**config.mk**
```make
export PLATFORM = sky130hd
export DESIGN_NAME = sensor_frame_parser_core
export DESIGN_NICKNAME = d
export VERILOG_FILES = /design/src/rtl/core/sfp_pkg.sv /design/src/rtl/core/sfp_step.sv /design/src/rtl/core/sensor_frame_parser_core.sv
export VERILOG_INCLUDE_DIRS = /design/src /design/src/rtl/core
export SDC_FILE = /design/constraint.sdc
export NUM_CORES = 1
export LEC_CHECK = 0
export BUFFER_PORTS_ARGS = -buffer_cell sky130_fd_sc_hd__buf_2
export CAP_MARGIN = 5
export CORE_MARGIN = 2
export CORE_UTILIZATION = 60
export CTS_BUF_LIST = sky130_fd_sc_hd__clkbuf_4
export CTS_CLUSTER_SIZE = 40
export DETAILED_ROUTE_END_ITERATION = 7
export PLACE_DENSITY = 0.87
export REMOVE_ABC_BUFFERS = 1
export SETUP_SLACK_MARGIN = 0.2
export SKIP_CTS_REPAIR_TIMING = 1
export SYNTH_ARGS = -nofsm -noshare
export SYNTH_HDL_FRONTEND = slang
export SYNTH_HIERARCHICAL = 1
export SYNTH_SLANG_ARGS = --single-unit
```
**constraint.sdc**
```tcl
create_clock -name clk -period 3.3 [get_ports clk]
set_clock_uncertainty 0.1 [all_clocks]
set_input_delay 0.165 -clock clk [delete_from_list [all_inputs] [get_ports clk]]
set_output_delay 0.165 -clock clk [all_outputs]
set_load 0.01 [all_outputs]
```
**src/rtl/core/assert_macros.svh**
```systemverilog
// assertion macros for the rtl files, included by sensor_frame_parser_core
`ifndef ASSERT_MACROS_SVH
`define ASSERT_MACROS_SVH

// property checked on every rising clk edge outside reset
`define SFP_ASSERT(label, prop, msg) \
  label: assert property (@(posedge clk) disable iff (!rst_n) (prop)) \
    else $error(msg);

// implication whose consequent is checked in the cycle after the antecedent, outside reset
`define SFP_ASSERT_NEXT(label, ante, cons, msg) \
  label: assert property (@(posedge clk) disable iff (!rst_n) (ante) |=> (cons)) \
    else $error(msg);

`endif

```
**src/rtl/core/sfp_pkg.sv**
```systemverilog
// package with codes and types for the sensor frame parser
`default_nettype none

package sfp_pkg;

  localparam int unsigned ByteW  = 8;
  localparam int unsigned PhaseW = 3;
  localparam int unsigned EventW = 2;
  localparam int unsigned CfgIdxW = 2;

  // parser phases
  localparam logic [PhaseW-1:0] PH_HUNT  = 3'd0;
  localparam logic [PhaseW-1:0] PH_START = 3'd1;
  localparam logic [PhaseW-1:0] PH_BID   = 3'd2;
  localparam logic [PhaseW-1:0] PH_MID   = 3'd3;
  localparam logic [PhaseW-1:0] PH_DATA  = 3'd4;
  localparam logic [PhaseW-1:0] PH_CHECK = 3'd5;

  // result events
  localparam logic [EventW-1:0] EV_NONE    = 2'd0;
  localparam logic [EventW-1:0] EV_PAYLOAD = 2'd1;
  localparam logic [EventW-1:0] EV_GOOD    = 2'd2;
  localparam logic [EventW-1:0] EV_ERROR   = 2'd3;

  // configuration register indexes
  localparam logic [CfgIdxW-1:0] CFG_START_BYTE  = 2'd0;
  localparam logic [CfgIdxW-1:0] CFG_BUS_ID      = 2'd1;
  localparam logic [CfgIdxW-1:0] CFG_MAX_PAYLOAD = 2'd2;

  localparam logic [ByteW-1:0] START_BYTE_RST  = 8'd250;
  localparam logic [ByteW-1:0] BUS_ID_RST      = 8'd255;
  localparam logic [ByteW-1:0] MAX_PAYLOAD_RST = 8'd254;

  typedef struct packed {
    logic [ByteW-1:0] start_byte;
    logic [ByteW-1:0] bus_id;
    logic [ByteW-1:0] max_payload;
  } cfg_t;

  typedef struct packed {
    logic [PhaseW-1:0] phase;
    logic [ByteW-1:0]  sum;
    logic [ByteW-1:0]  msg_id;
    logic [ByteW-1:0]  length;
    logic [ByteW-1:0]  count;
  } state_t;

  typedef struct packed {
    logic [EventW-1:0] event_res;
    logic [ByteW-1:0]  payload_byte;
    logic [ByteW-1:0]  payload_index;
    logic [ByteW-1:0]  message_id;
    logic [ByteW-1:0]  frame_length;
  } result_t;

endpackage

`default_nettype wire

```
**src/rtl/core/sfp_step.sv**
```systemverilog
// next-state and result logic of the frame parser for one byte
`default_nettype none

module sfp_step (
  input  wire sfp_pkg::cfg_t    cfg,
  input  wire sfp_pkg::state_t  cur,
  input  wire logic [7:0]       rx_byte,
  output sfp_pkg::state_t       nxt,
  output sfp_pkg::result_t      res
);

  logic [7:0] sum_add;
  logic [7:0] count_inc;

  assign sum_add   = cur.sum + rx_byte;
  assign count_inc = cur.count + 8'd1;

  always_comb begin
    nxt               = cur;
    nxt.sum           = sum_add;
    res.event_res     = sfp_pkg::EV_NONE;
    res.payload_byte  = 8'd0;
    res.payload_index = 8'd0;
    case (cur.phase)
      sfp_pkg::PH_START: begin
        if (rx_byte == cfg.bus_id) begin
          nxt.phase = sfp_pkg::PH_BID;
        end else begin
          res.event_res = sfp_pkg::EV_ERROR;
          nxt.phase     = sfp_pkg::PH_HUNT;
        end
      end
      sfp_pkg::PH_BID: begin
        nxt.msg_id = rx_byte;
        nxt.phase  = sfp_pkg::PH_MID;
      end
      sfp_pkg::PH_MID: begin
        nxt.length = rx_byte;
        nxt.count  = 8'd0;
        if (rx_byte > cfg.max_payload) begin
          res.event_res = sfp_pkg::EV_ERROR;
          nxt.phase     = sfp_pkg::PH_HUNT;
        end else if (rx_byte == 8'd0) begin
          nxt.phase = sfp_pkg::PH_CHECK;
        end else begin
          nxt.phase = sfp_pkg::PH_DATA;
        end
      end
      sfp_pkg::PH_DATA: begin
        res.event_res     = sfp_pkg::EV_PAYLOAD;
        res.payload_byte  = rx_byte;
        res.payload_index = cur.count;
        nxt.count         = count_inc;
        if (count_inc >= cur.length) begin
          nxt.phase = sfp_pkg::PH_CHECK;
        end
      end
      sfp_pkg::PH_CHECK: begin
        // sum includes the checksum byte itself
        res.event_res = (sum_add == 8'd0) ? sfp_pkg::EV_GOOD : sfp_pkg::EV_ERROR;
        nxt.phase     = sfp_pkg::PH_HUNT;
      end
      default: begin
        // hunting, unused codes act the same
        if (rx_byte == cfg.start_byte) begin
          nxt.phase = sfp_pkg::PH_START;
          nxt.sum   = 8'd0;
        end else begin
          nxt.phase = sfp_pkg::PH_HUNT;
        end
      end
    endcase
    res.message_id   = nxt.msg_id;
    res.frame_length = nxt.length;
  end

endmodule

`default_nettype wire

```
**src/rtl/core/sensor_frame_parser_core.sv**
```systemverilog
// top level of the byte-serial sensor frame parser
//
//   channel | dir | handshake           | payload
//   in_     | in  | in_valid/in_stall   | rx_byte
//   out_    | out | out_valid/out_stall | event_res, payload_byte/index, message_id, frame_length
//   cfg_    | in  | cfg_valid/cfg_ready | cfg_index, cfg_data
//
// one word per cycle sustained while out_stall is low; each word is first captured in the input register,
// then the parser state and result register update together
// every accepted word yields exactly one result word
// rst_n is synchronous; it clears the parser state and the valid flags and restores
// the register defaults; cfg_ready is always high
// out_stall holds the result register; in_stall is high only while both stages are full
`default_nettype none
`include "assert_macros.svh"

module sensor_frame_parser_core (
  input  wire logic       clk,
  input  wire logic       rst_n,
  input  wire logic       in_valid,
  output logic            in_stall,
  input  wire logic [7:0] in_rx_byte,
  output logic            out_valid,
  input  wire logic       out_stall,
  output logic [1:0]      out_event_res,
  output logic [7:0]      out_payload_byte,
  output logic [7:0]      out_payload_index,
  output logic [7:0]      out_message_id,
  output logic [7:0]      out_frame_length,
  input  wire logic       cfg_valid,
  output logic            cfg_ready,
  input  wire logic [1:0] cfg_index,
  input  wire logic [7:0] cfg_data
);

  sfp_pkg::cfg_t    cfg_r;
  sfp_pkg::state_t  state_r;
  sfp_pkg::state_t  state_nxt;
  sfp_pkg::result_t res_nxt;
  sfp_pkg::result_t res_r;

  logic       s1_valid_r;
  logic [7:0] s1_byte_r;
  logic       out_valid_r;
  logic       out_free;
  logic       adv;
  logic       in_acc;

  assign cfg_ready = 1'b1;

  always_ff @(posedge clk) begin
    if (!rst_n) begin
      cfg_r.start_byte  <= sfp_pkg::START_BYTE_RST;
      cfg_r.bus_id      <= sfp_pkg::BUS_ID_RST;
      cfg_r.max_payload <= sfp_pkg::MAX_PAYLOAD_RST;
    end else if (cfg_valid && cfg_ready) begin
      case (cfg_index)
        sfp_pkg::CFG_START_BYTE:  cfg_r.start_byte  <= cfg_data;
        sfp_pkg::CFG_BUS_ID:      cfg_r.bus_id      <= cfg_data;
        sfp_pkg::CFG_MAX_PAYLOAD: cfg_r.max_payload <= cfg_data;
        default: ;
      endcase
    end
  end

  // result register drains or is empty
  assign out_free = !out_valid_r || !out_stall;
  assign adv      = s1_valid_r && out_free;
  assign in_stall = s1_valid_r && !out_free;
  assign in_acc   = in_valid && !in_stall;

  always_ff @(posedge clk) begin
    if (!rst_n) begin
      s1_valid_r <= 1'b0;
    end else if (in_acc) begin
      s1_valid_r <= 1'b1;
    end else if (adv) begin
      s1_valid_r <= 1'b0;
    end
  end

  always_ff @(posedge clk) begin
    if (in_acc) begin
      s1_byte_r <= in_rx_byte;
    end
  end

  sfp_step u_step (
    .cfg     (cfg_r),
    .cur     (state_r),
    .rx_byte (s1_byte_r),
    .nxt     (state_nxt),
    .res     (res_nxt)
  );

  always_ff @(posedge clk) begin
    if (!rst_n) begin
      state_r <= '0;
    end else if (adv) begin
      state_r <= state_nxt;
    end
  end

  always_ff @(posedge clk) begin
    if (!rst_n) begin
      out_valid_r <= 1'b0;
    end else begin
      out_valid_r <= adv || (out_valid_r && out_stall);
    end
  end

  always_ff @(posedge clk) begin
    if (adv) begin
      res_r <= res_nxt;
    end
  end

  assign out_valid         = out_valid_r;
  assign out_event_res     = res_r.event_res;
  assign out_payload_byte  = res_r.payload_byte;
  assign out_payload_index = res_r.payload_index;
  assign out_message_id    = res_r.message_id;
  assign out_frame_length  = res_r.frame_length;

  `SFP_ASSERT(a_count_in_range,
    (state_r.phase != sfp_pkg::PH_DATA) || (state_r.count < state_r.length),
    "payload count reached length while still in data phase")

  `SFP_ASSERT(a_index_below_len,
    !(out_valid_r && (res_r.event_res == sfp_pkg::EV_PAYLOAD)) ||
      (res_r.payload_index < res_r.frame_length),
    "payload index not below frame length")

  `SFP_ASSERT_NEXT(a_check_to_hunt,
    adv && (state_r.phase == sfp_pkg::PH_CHECK),
    state_r.phase == sfp_pkg::PH_HUNT,
    "parser did not return to hunting after checksum")

  `SFP_ASSERT_NEXT(a_result_follows,
    adv,
    out_valid_r,
    "advanced word produced no result")

endmodule

`default_nettype wire

```
# Word level (Yosys, flattened, before mapping)

Index checks and enable logic that the tools add are counted.

Register bits: 103
Bits of input ports: 23
Output and inout port bits: 37
Logic and storage cells: 68

Add/subtract/negate cells: 2
$lt $le $gt $ge: 2
Eq/ne operators: 10
Muxes and demuxes: 17
Reduce and logical (&&, ||, !) cells: 21

Operators with widths:

| operator              | number |
|---|---|
| $mux W8               | 4 |
| $eq A8 B8 Y1          | 2 |
| $logic_not A8 Y1      | 2 |
| $pmux W8 S2           | 1 |
| $pmux W3 S5           | 1 |
| $reduce_and A2 Y1     | 5 |
| $add A8 B1 Y8 const B | 1 |
| $add A8 B8 Y8         | 1 |
| $ge A8 B8 Y1          | 1 |
| $gt A8 B8 Y1          | 1 |
| $pmux W2 S4           | 1 |
| $eq A3 B2 Y1 const B  | 2 |
| $eq A3 B3 Y1 const B  | 2 |
| $mux W2               | 3 |
| $mux W3               | 2 |
| $mux W1               | 5 |
| $reduce_or A5 Y1      | 1 |
| $logic_and A1 B1 Y1   | 4 |
| $logic_not A1 Y1      | 4 |
| $reduce_bool A2 Y1    | 2 |
| $eq A3 B1 Y1 const B  | 1 |
| $eq A2 B1 Y1 const B  | 1 |
| $eq A2 B2 Y1 const B  | 1 |
| $logic_not A2 Y1      | 1 |
| other kinds (2)       | 3 |

# Longest topological paths before layout

Depth in word-level cells: 7
Mapped depth: 11
Mapped depth without buffers: 11

# Cells and area by module

The synthesis kept the hierarchy.

By module, submodules not included:

| module                   | times used | cells each | area each (um^2) | sequential area each (um^2) |
|---|---|---|---|---|
| sensor_frame_parser_core | 1          | 297        | 3,741.1          | 2,482.4 |
| sfp_step                 | 1          | 235        | 1,730.4          | 0.0 |

# Worst setup path after synthesis

Ideal clock, no wire load.

Kind: reg2reg
From: register s1_byte_r[0]
To: register res_r, in the netlist out_event_res[0], data pin
Library setup time: 262 ps
Arrival time: 2,083 ps
Required time: 2,938 ps
Slack: 855 ps
Cell stages (with the launch flop): 9
Buffers on the path: 0
Period minus slack after synthesis: 2,445 ps
Cells stage by stage: edfxtp_1 > ha_1 > fa_1 > a211oi_1 > o21bai_1 > a21oi_1 > xor2_1 > nor4bb_1 > o21ai_1

RTL lines:

| what                   | RTL line                        | RTL |
|---|---|---|
| start, declared        | sensor_frame_parser_core.sv:43  | `logic [7:0] s1_byte_r;` |
| start signal, assigned | sensor_frame_parser_core.sv:84  | `s1_byte_r <= in_rx_byte;` |
| end signal, assigned   | sensor_frame_parser_core.sv:114 | `res_r <= res_nxt;` |
| end, declared          | sensor_frame_parser_core.sv:40  | `sfp_pkg::result_t res_r;` |

==> flow_summary.ini <==
[final_layout]
fin_nets = 631
fin_area_mm2 = 0.00603
drive_gt1_frac = 0.165
fin_cells = 696
area_growth_pct = 10.3
antenna_cells = 0

[setup_path]
path_max_fanout = 7
criticalPathCategory = reg -> reg
cp.required_ns = 3.42
startpoint = s1_byte_r[0]$_DFFE_PP_
crit_path_start_kind = register
r2r-start = s1_byte_r[0]$_DFFE_PP_
endpoint_kind = register
critPathArrivalTime_ns = 2.88

[power]
p_total_uw = 2410
power.internal_uw = 1750
power.density_mw_per_mm2 = 399
seq_power_share = 0.584
swShare = 0.272
p_leak_uw = 0.00244
clkPwrFrac = 0.295
peakVddDrop_uv = 278
p_sw_uw = 654
comb_power_share = 0.121

[route]
wl_per_cell_um = 15.9
first_iter_violations = 188
drt_wl_total_um = 11100
vias_per_cell = 5.57
vias = 3878
dr.pass1.iters = 5
antenna_left = 0
drc = 0

[grt]
grt.overflow.total = 0
grt_pass1_wl_um = 17800
grt_max_degree = 71
grt_pass1_vias = 3867
grt_antenna_before_repair = 0
gr-usage-all-layers = 0.224

[sta]
worstMarginPinSlew_ns = 1.07
rsz0062_at_grt = false
setup_violations = 0
relSlewSlack = 0.285
period_needed_ns = 2.77
final_hold_viol_count = 0
setup_slack_ns = 0.534
max_freq_ghz = 0.362
fin_hold_ws_ns = 0.00898
finalCritPeriodShare = 0.838
finalMaxSlewViolations = 0

[logic_synthesis]
seq_area_frac_synth = 0.454
ys_types = 55
syn_area_mm2 = 0.00547
synthArstFlopShare = 0
synth.avg_cell_area_um2 = 10.3
ys_warn_count = 6
yosysTopAreaCellShare = 0.231
synthFlopType = dfxtp_1
netlist_instances = 532
yosysTopAreaCell = edfxtp_1
synth_edf_count = 42
postSynthRegisterBits = 103
synth.area.top_cells = edfxtp_1 23%, dfxtp_1 22%, mux2i_1 11%

[clocking]
insertion_delay_ns = 0.45
cts_root_buffer = clkbuf_4
cts_tree = done
clkSlewWorstSetupHoldPaths_ns = 0.16
cts-buffers-inserted = 9
clock_path_buffers = 2
cts_sinks = 103
cts_htree_levels = 3

[floorplan]
rows = 34
die_w_um = 99.5
core_mm2 = 0.00876
die_area_mm2 = 0.00990
die_y_um = 99.5
initial_core_util = 0.624
pin_count = 60

[placement]
placed_area_mm2 = 0.00567
place_hpwl_um = 7470
place_ws_ns = 0.572
dp.cells = 659
io_buffer_count = 58
gp_congestion = 0.839

[min_path]
holdCritPathClass = in -> reg
min_from = cfg_index[1]

[status]
status = finished clean

[flow_run]
drv_cap = 0
## synth_stat cells, types with 2 or more instances
library cell and instances:
nand3_1 6, nand2b_1 3, a22o_1 6, nor2_1 18, nor2b_1 31, ha_1 24, nor3_1 4, nor4_1 2
mux2_2 8, xnor2_1 23, clkbuf_1 8, xor2_1 5, buf_4 19, buf_6 5, and2_1 16, nand2_1 91
dfxtp_1 61, a211oi_1 3, mux2i_1 58, nor3b_2 2, inv_1 16, o21ai_0 15, a21o_1 3, a21oi_1 9
o211ai_1 3, buf_2 11, o21bai_1 2, nand4_1 7, edfxtp_1 42, and3b_1 2, and3_1 2, nand3b_1 4
## power groups by stage
stage | Sequential [uW] | Clock [uW] | Combinational, uW
floorplan | 1430 | 0 | 178
global placement | 1430 | 0 | 257
detailed placement | 1430 | 0 | 269
CTS | 1400 | 718 | 270
global route | 1410 | 763 | 318
finish | 1400 | 710 | 291
## sequential cells by signal, summed over array words and instances, names as in the netlist
| signal | cells |
|---|---|
| cfg_r | 24 |
| out_event_res | 2 |
| out_frame_length | 8 |
| out_message_id | 8 |
| out_payload_byte | 8 |
| out_payload_index | 8 |
| out_valid | 1 |
| s1_byte_r | 8 |
| s1_valid_r | 1 |
| state_r | 35 |
## path summary, 6_finish.rpt
check                           slack, ns                         end  cells past startpoint
worst max-delay path                 0.53  out_event_res[0]$_DFFE_PP_                      8
worst max register to register       0.53  out_event_res[0]$_DFFE_PP_                      8
worst min-delay path                0.009      cfg_r[23]$_SDFFE_PN1P_                      3
worst min register to register       0.37    state_r[28]$_SDFFE_PN0P_                      2
## cell usage in the layout (no fill, tap or decap), types with 3 or more instances in the layout
cell and n:
nand2_1 91, dfxtp_1 61, mux2i_1 58, buf_2 58, edfxtp_1 42, nor2b_1 31
ha_1 24, xnor2_1 23, dlygate4sd3_1 21, nor2_1 18, inv_1 16, and2_1 16
o21ai_0 15, a21oi_1 9, clkbuf_4 9, mux2_2 8, nand4_1 7, nand3_1 6
a22o_1 6, xor2_1 5, nand3b_1 4, nor3_1 4, buf_4 3, nand2b_1 3
o211ai_1 3, a21o_1 3, a211oi_1 3
## per-layer routing
metal,GRT usage,share of wire
met1,0.288,0.43
met2,0.383,0.50
met3,0.0330,0.047
met4,0.0917,0.020
met5,0,0
## layout make-up
class / count / area (um2)
Inverter: 16 / 60.1
Tap cell: 108 / 135
Multi-Input combinational cell: 370 / 2660
Fill cell: 642 / 2730
Timing Repair Buffer: 83 / 543
Sequential cell: 103 / 2480
Clock inverter: 7 / 90.1
Clock buffer: 9 / 67.6
## through the flow
stage | setup TNS, ns | util
after detailed placement | 0 | 0.647
final | 0 | 0.689
after CTS | 0 | 0.665
after floorplan | -116.11 | -
after global routing | 0 | 0.689
after global placement | 0 | 0.647
## critical path, stage by stage, from the launching register on
cell and delay (ns):
edfxtp_1 0.55, ha_1 0.28, fa_1 0.41, a211oi_1 0.31, o21bai_1 0.14, a21oi_1 0.20
xor2_1 0.21, nor4bb_1 0.24, o21ai_1 0.10
## cells by family after synthesis
| group | Yosys count | share of synthesized area |
|---|---|---|
| adders and majority gates | 25 | 0.0585 |
| other | 1 | 0.000685 |
| muxes | 67 | 0.125 |
| buffers and inverters | 59 | 0.0629 |
| AOI/OAI and AO/OA | 51 | 0.0670 |
| DFF | 103 | 0.454 |
| xor gates and xnor gates | 29 | 0.0499 |
| and+or+nand+nor | 197 | 0.183 |
(Power assumes the default switching activity.)
